**src/rtl/btlv_pkg.sv**
```systemverilog
// Shared types, constants and helpers of the b3dm tile layout validator.
// Used by every module of the block; depends on nothing else.
package btlv_pkg;

    localparam int HEADER_BYTES = 28;
    localparam int PAD_WINDOW   = 8;
    localparam int LEN_WORD_POS = 8;
    localparam int LEN_WORD_END = LEN_WORD_POS + 4;
    localparam int SUM_W        = 35;
    localparam int SIZE_W       = 33;
    localparam int END_W        = SUM_W + 1;
    localparam int QUEUE_DEPTH  = 2;
    localparam int QPTR_W       = (QUEUE_DEPTH > 1) ? $clog2(QUEUE_DEPTH) : 1;
    localparam int QCNT_W       = $clog2(QUEUE_DEPTH + 1);

    typedef enum logic [2:0] {
        ST_OK      = 3'd0,
        ST_END     = 3'd1,
        ST_MAGIC   = 3'd2,
        ST_VERSION = 3'd3,
        ST_LENGTH  = 3'd4,
        ST_ALIGN   = 3'd5
    } t_status;

    typedef enum logic {
        CFG_SUPPORTED_VERSION = 1'b0,
        CFG_MAX_PADDING       = 1'b1
    } t_cfg_index;

    // Everything the back end needs to judge one finished tile.
    typedef struct packed {
        logic                    magic_ok;
        logic [31:0]             version;
        logic [31:0]             declared_length;
        logic [SUM_W-1:0]        section_sum;
        logic [31:0]             glb_length;
        logic [PAD_WINDOW-1:0]   nz_hist;
        logic [SIZE_W-1:0]       size;
    } t_tile_sum;

    typedef struct packed {
        logic short_tile;
        logic bad_magic;
        logic bad_version;
        logic bad_length;
        logic overrun;
        logic misaligned;
        logic no_glb;
        logic len_cut;
    } t_checks;

    typedef struct packed {
        t_checks                 checks;
        logic [SIZE_W-1:0]       size;
        logic [SUM_W-1:0]        section_sum;
        logic [31:0]             glb_length;
        logic [END_W-1:0]        glb_end;
        logic [PAD_WINDOW-1:0]   nz_hist;
    } t_judge;

    typedef struct packed {
        t_status     status;
        logic [31:0] glb_offset;
        logic [31:0] glb_length;
        logic [2:0]  padding_bytes;
        logic        glb_offset_aligned;
        logic        tile_length_aligned;
    } t_result;

    function automatic logic [7:0] magic_byte(input logic [1:0] idx);
        logic [7:0] b;
        unique case (idx)
            2'd0: b = 8'h62;
            2'd1: b = 8'h33;
            2'd2: b = 8'h64;
            2'd3: b = 8'h6D;
            default: b = 8'h00;
        endcase
        return b;
    endfunction

endpackage

```
**src/rtl/b3dm_tile_layout_validator.sv**
```systemverilog
// Top level of the b3dm tile layout validator: configuration registers and
// the front end, summary queue and back end. Uses btlv_pkg and the btlv_ modules.
//
// The block takes one tile byte per clock while full is low, with no gaps
// between tiles, and a tile may be as short as one byte. A word is accepted
// when push is high and full is low; each tile gives one result word, taken
// when pop is high and empty is low. A result passes through the summary queue,
// the stage A register and the result queue before it can be popped.
// The summary queue and the result queue are two words deep each, so either
// side can stall for a while without stopping the other. Configuration
// writes take effect at once and are meant for times when no tile is in
// flight.
module b3dm_tile_layout_validator (
    input  logic        i_clk,
    input  logic        i_rst_n,
    input  logic        push,
    output logic        full,
    input  logic [7:0]  i_data_byte,
    input  logic        i_last_byte,
    output logic        empty,
    input  logic        pop,
    output logic [2:0]  o_status,
    output logic [31:0] o_glb_offset,
    output logic [31:0] o_glb_length,
    output logic [2:0]  o_padding_bytes,
    output logic        o_glb_offset_aligned,
    output logic        o_tile_length_aligned,
    input  logic        i_cfg_we,
    input  logic        i_cfg_idx,
    input  logic [31:0] i_cfg_data
);
    import btlv_pkg::*;

    logic [31:0] r_supported_version;
    logic [2:0]  r_max_padding;
    logic        accept, sum_push, sum_empty, sum_pop;
    t_tile_sum   front_sum, queue_sum;
    t_result     result;

    assign accept = push && !full;

    always_ff @(posedge i_clk) begin
        if (!i_rst_n) begin
            r_supported_version <= 32'd1;
            r_max_padding       <= 3'd7;
        end else if (i_cfg_we) begin
            unique case (t_cfg_index'(i_cfg_idx))
                CFG_SUPPORTED_VERSION: r_supported_version <= i_cfg_data;
                CFG_MAX_PADDING:       r_max_padding       <= i_cfg_data[2:0];
                default:               r_max_padding       <= r_max_padding;
            endcase
        end
    end

    btlv_front u_front (
        .i_clk       (i_clk),
        .i_rst_n     (i_rst_n),
        .i_accept    (accept),
        .i_data_byte (i_data_byte),
        .i_last_byte (i_last_byte),
        .o_sum_push  (sum_push),
        .o_sum       (front_sum)
    );

    btlv_sum_queue u_queue (
        .i_clk   (i_clk),
        .i_rst_n (i_rst_n),
        .i_push  (sum_push),
        .i_data  (front_sum),
        .o_full  (full),
        .o_empty (sum_empty),
        .i_pop   (sum_pop),
        .o_data  (queue_sum)
    );

    btlv_back u_back (
        .i_clk               (i_clk),
        .i_rst_n             (i_rst_n),
        .i_sum_valid         (!sum_empty),
        .i_sum               (queue_sum),
        .o_sum_pop           (sum_pop),
        .i_supported_version (r_supported_version),
        .i_max_padding       (r_max_padding),
        .i_pop               (pop),
        .o_empty             (empty),
        .o_result            (result)
    );

    assign o_status              = result.status;
    assign o_glb_offset          = result.glb_offset;
    assign o_glb_length          = result.glb_length;
    assign o_padding_bytes       = result.padding_bytes;
    assign o_glb_offset_aligned  = result.glb_offset_aligned;
    assign o_tile_length_aligned = result.tile_length_aligned;

endmodule

```
**src/rtl/btlv_front.sv**
```systemverilog
// Front end: takes one tile byte per accepted cycle, captures the header words and the
// GLB length word, and emits a tile summary on the last byte. Uses btlv_pkg.
module btlv_front (
    input  logic               i_clk,
    input  logic               i_rst_n,
    input  logic               i_accept,
    input  logic [7:0]         i_data_byte,
    input  logic               i_last_byte,
    output logic               o_sum_push,
    output btlv_pkg::t_tile_sum o_sum
);
    import btlv_pkg::*;

    logic [31:0]           r_byte_count, n_byte_count;
    logic                  r_magic_ok, n_magic_ok;
    logic [31:0]           r_version, n_version;
    logic [31:0]           r_decl_len, n_decl_len;
    logic [SUM_W-1:0]      r_sum, n_sum;
    logic [SUM_W-1:0]      r_sum8, n_sum8;
    logic [31:0]           r_glb_len, n_glb_len;
    logic [PAD_WINDOW-1:0] r_hist, n_hist;

    logic [31:0]           u_byte_count;
    logic                  u_magic_ok;
    logic [31:0]           u_version;
    logic [31:0]           u_decl_len;
    logic [SUM_W-1:0]      u_sum;
    logic [SUM_W-1:0]      u_sum8;
    logic [31:0]           u_glb_len;
    logic [PAD_WINDOW-1:0] u_hist;

    logic [4:0]            lane_sh;
    logic [31:0]           word_bits;
    logic [SUM_W-1:0]      sum_bits;
    logic [END_W-1:0]      len_dist;
    logic [4:0]            glb_sh;
    logic                  in_magic, in_version, in_length, in_sections, in_glb_word;

    always_comb begin
        lane_sh   = {r_byte_count[1:0], 3'b000};
        word_bits = 32'(i_data_byte) << lane_sh;
        sum_bits  = SUM_W'(i_data_byte) << lane_sh;
        // Distance of this byte from the GLB length word; valid once the header is done.
        len_dist  = {4'b0000, r_byte_count} - {1'b0, r_sum8};
        glb_sh    = {len_dist[1:0], 3'b000};

        in_magic    = (r_byte_count < 32'd4);
        in_version  = !in_magic && (r_byte_count < 32'(LEN_WORD_POS));
        in_length   = (r_byte_count >= 32'(LEN_WORD_POS)) && (r_byte_count < 32'(LEN_WORD_END));
        in_sections = (r_byte_count >= 32'(LEN_WORD_END)) && (r_byte_count < 32'(HEADER_BYTES));
        in_glb_word = (r_byte_count >= 32'(HEADER_BYTES)) && (len_dist[END_W-1:2] == '0);

        u_magic_ok = r_magic_ok;
        u_version  = r_version;
        u_decl_len = r_decl_len;
        u_sum      = r_sum;
        u_sum8     = r_sum8;
        u_glb_len  = r_glb_len;
        priority if (in_magic) begin
            if (i_data_byte != magic_byte(r_byte_count[1:0])) u_magic_ok = 1'b0;
        end else if (in_version) begin
            u_version = r_version | word_bits;
        end else if (in_length) begin
            u_decl_len = r_decl_len | word_bits;
        end else if (in_sections) begin
            u_sum  = r_sum + sum_bits;
            u_sum8 = r_sum8 + sum_bits;
        end else if (in_glb_word) begin
            u_glb_len = r_glb_len | (32'(i_data_byte) << glb_sh);
        end

        u_hist       = {r_hist[PAD_WINDOW-2:0], (i_data_byte != 8'h00)};
        u_byte_count = (r_byte_count == '1) ? r_byte_count : r_byte_count + 32'd1;

        o_sum.magic_ok        = u_magic_ok;
        o_sum.version         = u_version;
        o_sum.declared_length = u_decl_len;
        o_sum.section_sum     = u_sum;
        o_sum.glb_length      = u_glb_len;
        o_sum.nz_hist         = u_hist;
        // A saturated counter still gives a size of two to the 32nd.
        o_sum.size            = {1'b0, r_byte_count} + SIZE_W'(1);
        o_sum_push            = i_accept && i_last_byte;

        n_byte_count = r_byte_count;
        n_magic_ok   = r_magic_ok;
        n_version    = r_version;
        n_decl_len   = r_decl_len;
        n_sum        = r_sum;
        n_sum8       = r_sum8;
        n_glb_len    = r_glb_len;
        n_hist       = r_hist;
        if (i_accept && i_last_byte) begin
            n_byte_count = '0;
            n_magic_ok   = 1'b1;
            n_version    = '0;
            n_decl_len   = '0;
            n_sum        = SUM_W'(HEADER_BYTES);
            n_sum8       = SUM_W'(HEADER_BYTES + LEN_WORD_POS);
            n_glb_len    = '0;
            n_hist       = '0;
        end else if (i_accept) begin
            n_byte_count = u_byte_count;
            n_magic_ok   = u_magic_ok;
            n_version    = u_version;
            n_decl_len   = u_decl_len;
            n_sum        = u_sum;
            n_sum8       = u_sum8;
            n_glb_len    = u_glb_len;
            n_hist       = u_hist;
        end
    end

    always_ff @(posedge i_clk) begin
        if (!i_rst_n) begin
            r_byte_count <= '0;
            r_magic_ok   <= 1'b1;
            r_version    <= '0;
            r_decl_len   <= '0;
            r_sum        <= SUM_W'(HEADER_BYTES);
            r_sum8       <= SUM_W'(HEADER_BYTES + LEN_WORD_POS);
            r_glb_len    <= '0;
            r_hist       <= '0;
        end else begin
            r_byte_count <= n_byte_count;
            r_magic_ok   <= n_magic_ok;
            r_version    <= n_version;
            r_decl_len   <= n_decl_len;
            r_sum        <= n_sum;
            r_sum8       <= n_sum8;
            r_glb_len    <= n_glb_len;
            r_hist       <= n_hist;
        end
    end

`ifndef SYNTH
    a_restart: assert property (@(posedge i_clk) disable iff (!i_rst_n)
        (i_accept && i_last_byte) |=>
            (r_byte_count == '0 && r_sum == SUM_W'(HEADER_BYTES) && r_hist == '0))
        else $error("front state not restarted after the last byte of a tile");
`endif

endmodule

```
**src/rtl/btlv_sum_queue.sv**
```systemverilog
// Short queue of tile summaries between the front and back ends.
// Uses btlv_pkg for the summary type and the depth.
module btlv_sum_queue (
    input  logic                i_clk,
    input  logic                i_rst_n,
    input  logic                i_push,
    input  btlv_pkg::t_tile_sum i_data,
    output logic                o_full,
    output logic                o_empty,
    input  logic                i_pop,
    output btlv_pkg::t_tile_sum o_data
);
    import btlv_pkg::*;

    t_tile_sum         r_mem [QUEUE_DEPTH];
    logic [QPTR_W-1:0] r_wr, n_wr;
    logic [QPTR_W-1:0] r_rd, n_rd;
    logic [QCNT_W-1:0] r_cnt, n_cnt;
    logic              do_push, do_pop;

    always_comb begin
        o_full  = (r_cnt == QCNT_W'(QUEUE_DEPTH));
        o_empty = (r_cnt == '0);
        o_data  = r_mem[r_rd];
        do_push = i_push && !o_full;
        do_pop  = i_pop && !o_empty;
        n_wr  = r_wr;
        n_rd  = r_rd;
        n_cnt = r_cnt;
        if (do_push) n_wr = (r_wr == QPTR_W'(QUEUE_DEPTH - 1)) ? '0 : r_wr + QPTR_W'(1);
        if (do_pop)  n_rd = (r_rd == QPTR_W'(QUEUE_DEPTH - 1)) ? '0 : r_rd + QPTR_W'(1);
        if (do_push && !do_pop) n_cnt = r_cnt + QCNT_W'(1);
        else if (do_pop && !do_push) n_cnt = r_cnt - QCNT_W'(1);
    end

    always_ff @(posedge i_clk) begin
        if (do_push) r_mem[r_wr] <= i_data;
    end

    always_ff @(posedge i_clk) begin
        if (!i_rst_n) begin
            r_wr  <= '0;
            r_rd  <= '0;
            r_cnt <= '0;
        end else begin
            r_wr  <= n_wr;
            r_rd  <= n_rd;
            r_cnt <= n_cnt;
        end
    end

endmodule

```
**src/rtl/btlv_back.sv**
```systemverilog
// Back end: judges each tile summary in two stages and holds the results in
// a short output queue. Uses btlv_pkg.
module btlv_back (
    input  logic                i_clk,
    input  logic                i_rst_n,
    input  logic                i_sum_valid,
    input  btlv_pkg::t_tile_sum i_sum,
    output logic                o_sum_pop,
    input  logic [31:0]         i_supported_version,
    input  logic [2:0]          i_max_padding,
    input  logic                i_pop,
    output logic                o_empty,
    output btlv_pkg::t_result   o_result
);
    import btlv_pkg::*;

    t_judge            r_a, n_a;
    logic              r_a_valid, n_a_valid;
    t_result           r_oq [QUEUE_DEPTH];
    logic [QPTR_W-1:0] r_oq_wr, n_oq_wr;
    logic [QPTR_W-1:0] r_oq_rd, n_oq_rd;
    logic [QCNT_W-1:0] r_oq_cnt, n_oq_cnt;

    logic                  oq_room, oq_pop, a_load, b_move;
    logic [SIZE_W+3:0]     trail_diff;
    logic [END_W-1:0]      trailing;
    logic                  glb_over, too_much_pad, past_window, pad_nonzero;
    logic [PAD_WINDOW-1:0] pad_mask;
    t_result               b_res;

    // Stage A: the checks that need only the summary and the configuration.
    always_comb begin
        n_a.checks.short_tile  = (i_sum.size < SIZE_W'(HEADER_BYTES));
        n_a.checks.bad_magic   = !i_sum.magic_ok;
        n_a.checks.bad_version = (i_sum.version != i_supported_version);
        n_a.checks.bad_length  = ({1'b0, i_sum.declared_length} != i_sum.size);
        n_a.checks.overrun     = (i_sum.section_sum > SUM_W'(i_sum.size));
        n_a.checks.misaligned  = (i_sum.section_sum[1:0] != 2'b00) || (i_sum.size[1:0] != 2'b00);
        n_a.checks.no_glb      = (i_sum.section_sum >= SUM_W'(i_sum.size));
        n_a.checks.len_cut     = ((i_sum.section_sum + SUM_W'(LEN_WORD_END)) > SUM_W'(i_sum.size));
        n_a.size        = i_sum.size;
        n_a.section_sum = i_sum.section_sum;
        n_a.glb_length  = i_sum.glb_length;
        n_a.glb_end     = {1'b0, i_sum.section_sum} + END_W'(i_sum.glb_length);
        n_a.nz_hist     = i_sum.nz_hist;
    end

    // Stage B: trailing byte count, padding checks and the status in check order.
    always_comb begin
        trail_diff   = {4'b0000, r_a.size} - {1'b0, r_a.glb_end};
        glb_over     = trail_diff[SIZE_W+3];
        trailing     = trail_diff[END_W-1:0];
        too_much_pad = (trailing > END_W'(i_max_padding));
        past_window  = (trailing > END_W'(PAD_WINDOW));
        for (int i = 0; i < PAD_WINDOW; i++) begin
            pad_mask[i] = (END_W'(i) < trailing);
        end
        pad_nonzero = |(r_a.nz_hist & pad_mask);

        b_res = '0;
        priority if (r_a.checks.short_tile)  b_res.status = ST_END;
        else if (r_a.checks.bad_magic)       b_res.status = ST_MAGIC;
        else if (r_a.checks.bad_version)     b_res.status = ST_VERSION;
        else if (r_a.checks.bad_length)      b_res.status = ST_LENGTH;
        else if (r_a.checks.overrun)         b_res.status = ST_END;
        else if (r_a.checks.misaligned)      b_res.status = ST_ALIGN;
        else if (r_a.checks.no_glb)          b_res.status = ST_END;
        else if (r_a.checks.len_cut)         b_res.status = ST_END;
        else if (glb_over)                   b_res.status = ST_END;
        else if (too_much_pad)               b_res.status = ST_LENGTH;
        else if (past_window)                b_res.status = ST_LENGTH;
        else if (pad_nonzero)                b_res.status = ST_LENGTH;
        else begin
            b_res.status              = ST_OK;
            b_res.glb_offset          = r_a.section_sum[31:0];
            b_res.glb_length          = r_a.glb_length;
            b_res.padding_bytes       = trailing[2:0];
            b_res.glb_offset_aligned  = (r_a.section_sum[2:0] == 3'b000);
            b_res.tile_length_aligned = (r_a.size[2:0] == 3'b000);
        end
    end

    always_comb begin
        o_empty  = (r_oq_cnt == '0);
        o_result = r_oq[r_oq_rd];
        oq_pop   = i_pop && !o_empty;
        oq_room  = (r_oq_cnt != QCNT_W'(QUEUE_DEPTH)) || oq_pop;
        b_move   = r_a_valid && oq_room;
        a_load   = i_sum_valid && (!r_a_valid || oq_room);
        o_sum_pop = a_load;

        n_a_valid = r_a_valid;
        if (a_load) n_a_valid = 1'b1;
        else if (b_move) n_a_valid = 1'b0;

        n_oq_wr  = r_oq_wr;
        n_oq_rd  = r_oq_rd;
        n_oq_cnt = r_oq_cnt;
        if (b_move) n_oq_wr = (r_oq_wr == QPTR_W'(QUEUE_DEPTH - 1)) ? '0 : r_oq_wr + QPTR_W'(1);
        if (oq_pop) n_oq_rd = (r_oq_rd == QPTR_W'(QUEUE_DEPTH - 1)) ? '0 : r_oq_rd + QPTR_W'(1);
        if (b_move && !oq_pop) n_oq_cnt = r_oq_cnt + QCNT_W'(1);
        else if (oq_pop && !b_move) n_oq_cnt = r_oq_cnt - QCNT_W'(1);
    end

    always_ff @(posedge i_clk) begin
        if (a_load) r_a <= n_a;
        if (b_move) r_oq[r_oq_wr] <= b_res;
    end

    always_ff @(posedge i_clk) begin
        if (!i_rst_n) begin
            r_a_valid <= 1'b0;
            r_oq_wr   <= '0;
            r_oq_rd   <= '0;
            r_oq_cnt  <= '0;
        end else begin
            r_a_valid <= n_a_valid;
            r_oq_wr   <= n_oq_wr;
            r_oq_rd   <= n_oq_rd;
            r_oq_cnt  <= n_oq_cnt;
        end
    end

`ifndef SYNTH
    a_oq_bound: assert property (@(posedge i_clk) disable iff (!i_rst_n)
        r_oq_cnt <= QCNT_W'(QUEUE_DEPTH))
        else $error("result queue count above its depth");

    a_err_zero: assert property (@(posedge i_clk) disable iff (!i_rst_n)
        (!o_empty && o_result.status != ST_OK) |->
            (o_result.glb_offset == '0 && o_result.glb_length == '0 &&
             o_result.padding_bytes == '0 && !o_result.glb_offset_aligned &&
             !o_result.tile_length_aligned))
        else $error("failed tile carries layout fields");

    a_ok_aligned: assert property (@(posedge i_clk) disable iff (!i_rst_n)
        (!o_empty && o_result.status == ST_OK) |-> (o_result.glb_offset[1:0] == 2'b00))
        else $error("accepted tile has a GLB offset that is not word aligned");
`endif

endmodule

```
**config.mk**
```make
export PLATFORM = sky130hd
export DESIGN_NAME = b3dm_tile_layout_validator
export DESIGN_NICKNAME = d
export VERILOG_FILES = /design/src/rtl/btlv_pkg.sv /design/src/rtl/b3dm_tile_layout_validator.sv /design/src/rtl/btlv_front.sv /design/src/rtl/btlv_sum_queue.sv /design/src/rtl/btlv_back.sv
export SDC_FILE = /design/constraint.sdc
export NUM_CORES = 2
export LEC_CHECK = 0
export ABC_CLOCK_PERIOD_IN_PS = 11600
export BUFFER_PORTS_ARGS = -buffer_cell sky130_fd_sc_hd__buf_4
export CAP_MARGIN = 20
export CORE_ASPECT_RATIO = 1.4
export CORE_MARGIN = 2
export CORE_UTILIZATION = 31
export DETAILED_ROUTE_END_ITERATION = 6
export GPL_TIMING_DRIVEN = 0
export SYNTH_ARGS = -nofsm -noshare
export SYNTH_HDL_FRONTEND = slang
export SYNTH_HIERARCHICAL = 1
export SYNTH_SLANG_ARGS = --single-unit
```
**constraint.sdc**
```tcl
create_clock -name i_clk -period 11.6 [get_ports i_clk]
set_input_delay 1.16 -clock i_clk [delete_from_list [all_inputs] [get_ports i_clk]]
set_output_delay 1.16 -clock i_clk [all_outputs]
set_load 0.03 [all_outputs]
```
Word level (Yosys, flattened, before mapping) --
Memory sizes are Yosys's and may differ from the RTL's. A register that Yosys moved wholly into a read port is not among the register bits. Cells that the tools add are included.
Operators by class: bitwise logic cells 10, $mul 0, multiplexer cells 60, shift operators 3, $add $sub $neg 16, reduce and logical (&&, ||, !) cells 46, divide/modulo/power cells 0, equal/unequal tests 9, magnitude comparators 21
Operator list (number):
- 2-to-1 mux 69 bit | 12
- 2-to-1 mux 32 bit | 10
- < comparator 3 x 36 -> 1 bit, first input constant | 4
- 2-to-1 mux 35 bit | 4
- OR 32 bit | 3
- < comparator 1 x 36 -> 1 bit, first input constant | 2
- < comparator 2 x 36 -> 1 bit, first input constant | 2
- adder 35 bit | 2
- > comparator 35 x 33 -> 1 bit | 2
- greater-or-equal comparator 32 x 4 -> 1 bit, second input constant | 2
- < comparator 32 x 4 -> 1 bit, second input constant | 2
- << shifter 8 x 5 -> 32 bit | 2
- subtractor 33 x 36 -> 37 bit | 1
- adder 35 x 32 -> 36 bit | 1
- > comparator 36 x 3 -> 1 bit | 1
- > comparator 36 x 4 -> 1 bit, second input constant | 1
- 2-to-1 mux 3 bit | 12
- subtractor 32 x 35 -> 36 bit | 1
- adder 35 x 4 -> 35 bit, second input constant | 1
- greater-or-equal comparator 35 x 33 -> 1 bit | 1
- << shifter 8 x 5 -> 35 bit | 1
- logical NOT 34 bit | 1
- adder 32 x 1 -> 33 bit, second input constant | 1
- < comparator 33 x 5 -> 1 bit, second input constant | 1
- other kinds (31) | 95
Word-level totals: memory bits (read-only) 0, memories kept 2, register bits 399, bits in latches 0, memory bits (writable) 490, word-level logic and storage cells 197
Memory list:
- u_queue.r_mem | words 2, width 173, read ports 1, clocked after memory_dff 1, write ports 1, line btlv_sum_queue.sv:15 | t_tile_sum r_mem [QUEUE_DEPTH];
- u_back.r_oq | words 2, width 72, read ports 1, clocked after memory_dff 1, write ports 1, line btlv_back.sv:19 | t_result r_oq [QUEUE_DEPTH];

Longest topological paths before layout --
word-level depth 16, gate-level depth with buffers 20, mapped depth without buffers 18

Hierarchy --
Netlist, hierarchy kept.
By module, submodules not included:
- btlv_back | area an instance 18262.5 um^2, cells an instance 1627, times used 1
- btlv_front | area an instance 14620.3 um^2, cells an instance 1859, times used 1
- btlv_sum_queue | area an instance 12738.5 um^2, cells an instance 563, times used 1
- b3dm_tile_layout_validator | area an instance 1446.4 um^2, cells an instance 155, times used 1

Least setup slack after synthesis --
Ideal clock, no wire load.
path kind in2reg, start input pop, end register u_queue.r_cnt[1], setup time 0.070 ns, arrival time 9.859 ns, stages on the path 7, slack 1.671 ns, cells stage by stage nor2_1 and3_1 nor2b_1 o21ai_1 ha_1 or3_1 a21boi_1
On the way: longest elaborated chain between the ends 8, elaborated cells on any way between the ends 10, classes of those cells 1 x mux; 9 x reduce/logical
RTL lines:
- from (decl) | line b3dm_tile_layout_validator.sv:21 | input logic pop,
- logical AND 1 bit (*) | line btlv_back.sv:86 | oq_pop = i_pop && !o_empty;
- logical OR 1 bit (*) | line btlv_back.sv:87 | oq_room = (r_oq_cnt != QCNT_W'(QUEUE_DEPTH)) || oq_pop;
- logical OR 1 bit (*) | line btlv_back.sv:89 | a_load = i_sum_valid && (!r_a_valid || oq_room);
- logical AND 1 bit (*) | line btlv_back.sv:89
- via sum_pop | line b3dm_tile_layout_validator.sv:36 | logic accept, sum_push, sum_empty, sum_pop;
- logical AND 1 bit (*) | line btlv_sum_queue.sv:26 | do_pop = i_pop && !o_empty;
- logical NOT 1 bit | line btlv_sum_queue.sv:32 | if (do_push && !do_pop) n_cnt = r_cnt + QCNT_W'(1);
- logical AND 1 bit | line btlv_sum_queue.sv:32
- 2-to-1 mux 2 bit or nonzero test 2 bit (tied branches)
- to (signal assigned) | line btlv_sum_queue.sv:48 | r_cnt <= n_cnt;
- to (decl) | line btlv_sum_queue.sv:18 | logic [QCNT_W-1:0] r_cnt, n_cnt;
Mark *: on every way through the listed nets, which the timed path passes. The rest lies on a longest branch. A chain may end at the register's enable or synchronous reset.

==> results.ini <==
[outcome]
status=finished clean

[final_layout]
mostFrequentLayoutCell=edfxtp_1
layout-drive-gt1-share_pct=14.62
fin_area_mm2=0.05397
fillers=14984
final_cell_mix=edfxtp_1 (636), nand2_1 (407), dfxtp_1 (251)
nets=4738
multi_input_comb_area_mm2=0.02106
area_growth_pct=14.93
seq_area_mm2=0.02412

[critical_path]
crit_fanout=14
r2r_start=u_front/r_byte_count[0]
crit_required_ps=11960
critPathArrivalTime_ps=6460
cp-start-kind=register
crit_start=u_front/r_byte_count[0]
crit_type=reg2reg
endpoint_kind=register

[drt]
drt_iter0_drc=2365
drc=0
first_pass_iters=6
via_per_inst=5.142
drt-total-wl_um=145500
wl_per_cell_um=22.42
detail-route-antenna-nets=0
dr_total_vias=33360

[timing]
finalMaxSlewViolations=0
worst_pin_slew_ps=1166
clock.fmax_ghz=0.1640
fin_setup_tns_ps=0
min_period_ps=6098
fin_crit_sh_pct=52.57
skew_ps=40.28
setup_viol=0
rsz0062_at_grt=no
hold_violations=0
setup_slack_ps=5502
timing.slew.headroom_pct=21.28

[die]
io_pins=121
rows=169
dieHeight_um=464.5
core_mm2=0.1510
die_w_um=333.0
dieArea_mm2=0.1547
initial_core_util_pct=31.11

[grt]
grt.total_usage_pct=18.32
antenna_found_initial=3
grt_pass1_wl_um=210300
grt_pass1_vias=32765
grt_start_max_net_pins=58
globalRoute.totalOverflow=0

[cts]
cts_tree=yes
root_buffer=clkbuf_16
cts_buffers=84
clock-sinks=887
clk_latency_ps=690
htree_levels=3
clockBufferDepth=3
post_cts_buffers=0
hold_buffers=0
clk_pin_slew_ps=70
cts_resized=0

[pwr]
ir_worst_vdd_v=0.0001137
cellPowerDensity_mw_per_mm2=228.1
leakage_nw=21.86

[min_path]
holdCritPathClass=reg2reg
hp-start=u_front/r_glb_len[26]

[placed_design]
dp_hpwl_um=115000
io_buffers=120
preCtsSetupSlack_ps=5481
placed_area_mm2=0.05112
routabilityCongestion=0.9416

[run]
cap_violations=0

[synthesis]
synth_cells=4198
synthesis.area_mm2=0.04696
yosysWarnings=6
syn_nets=4485
synth_area_per_cell_um2=11.19

-- state kept, by name, indices dropped and copies added (netlist names), 3 cells and up, named ones only --
| name | cells |
|---|---|
| r_max_padding | 3 |
| u_queue/r_mem | 344 |
| u_front/r_version | 32 |
| u_front/r_byte_count | 32 |
| u_back/r_a | 148 |
| u_front/r_sum8 | 35 |
| u_front/r_decl_len | 32 |
| u_back/r_oq | 144 |
| u_front/r_glb_len | 32 |
| r_supported_version | 32 |
| u_front/r_hist | 6 |
| u_front/r_sum | 35 |
-- report_power, final --
part	internal, W	switching [W]	leakage [nW]
logic	0.00182	0.00337	12.3
clock network	0.00165	0.00123	1.38
registers	0.00407	0.000159	8.14
-- stage by stage --
stage	power, W	utilization (%)	std cells	hold WS (ps)
floorplan	0.007710	-	4198	415.8
global placement	0.009410	33.33	6284	426.1
detailed placement	0.009472	33.86	6331	433.3
CTS	0.01238	35.74	6486	443.7
global route	0.01293	35.75	6487	457.9
finish	0.01231	35.75	6488	442.5
-- layout make-up --
class                   instances  area share [%]
clock inverters                51           1.194
flip-flops and latches        887           44.70
inverters                     255           1.773
repair buffers                167           2.965
plain buffers                 174           1.706
diodes                          2        0.009273
well taps                    1966           4.558
clock buffers                 104           4.073
multi-input cells            2882           39.03
-- critical path, cell delays in order (launching register included) --
cell      delay [ps]
dfxtp_1          330
buf_2            200
clkinv_1         190
clkbuf_1         680
nand3_1          400
inv_1            550
ha_1             350
a211oi_1         410
o21ai_0          230
a41oi_1          340
a21oi_1          120
nand3b_1         290
a21oi_1          520
o21a_1           200
o31ai_1          120
xnor2_1          160
o21ai_0          660
-- final timing paths --
check / to / slack [ps] / depth (start not counted)
max reg2reg: u_queue/r_mem[0][102] / 5500 / 16
min: u_front/r_glb_len[26] / 440 / 2
min reg2reg: u_front/r_glb_len[26] / 440 / 2
max: u_queue/r_mem[0][102] / 5500 / 16
-- metal layers --
metal | up-vias | global-route usage, % | wire [um]
li1 | 15918 | - | -
met1 | 16219 | 18.51 | 51940
met2 | 862 | 34.17 | 75590
met3 | 357 | 2.323 | 5543
met4 | 4 | 13.73 | 12380
met5 | - | 0 | 26
(Power assumes the default switching activity.)
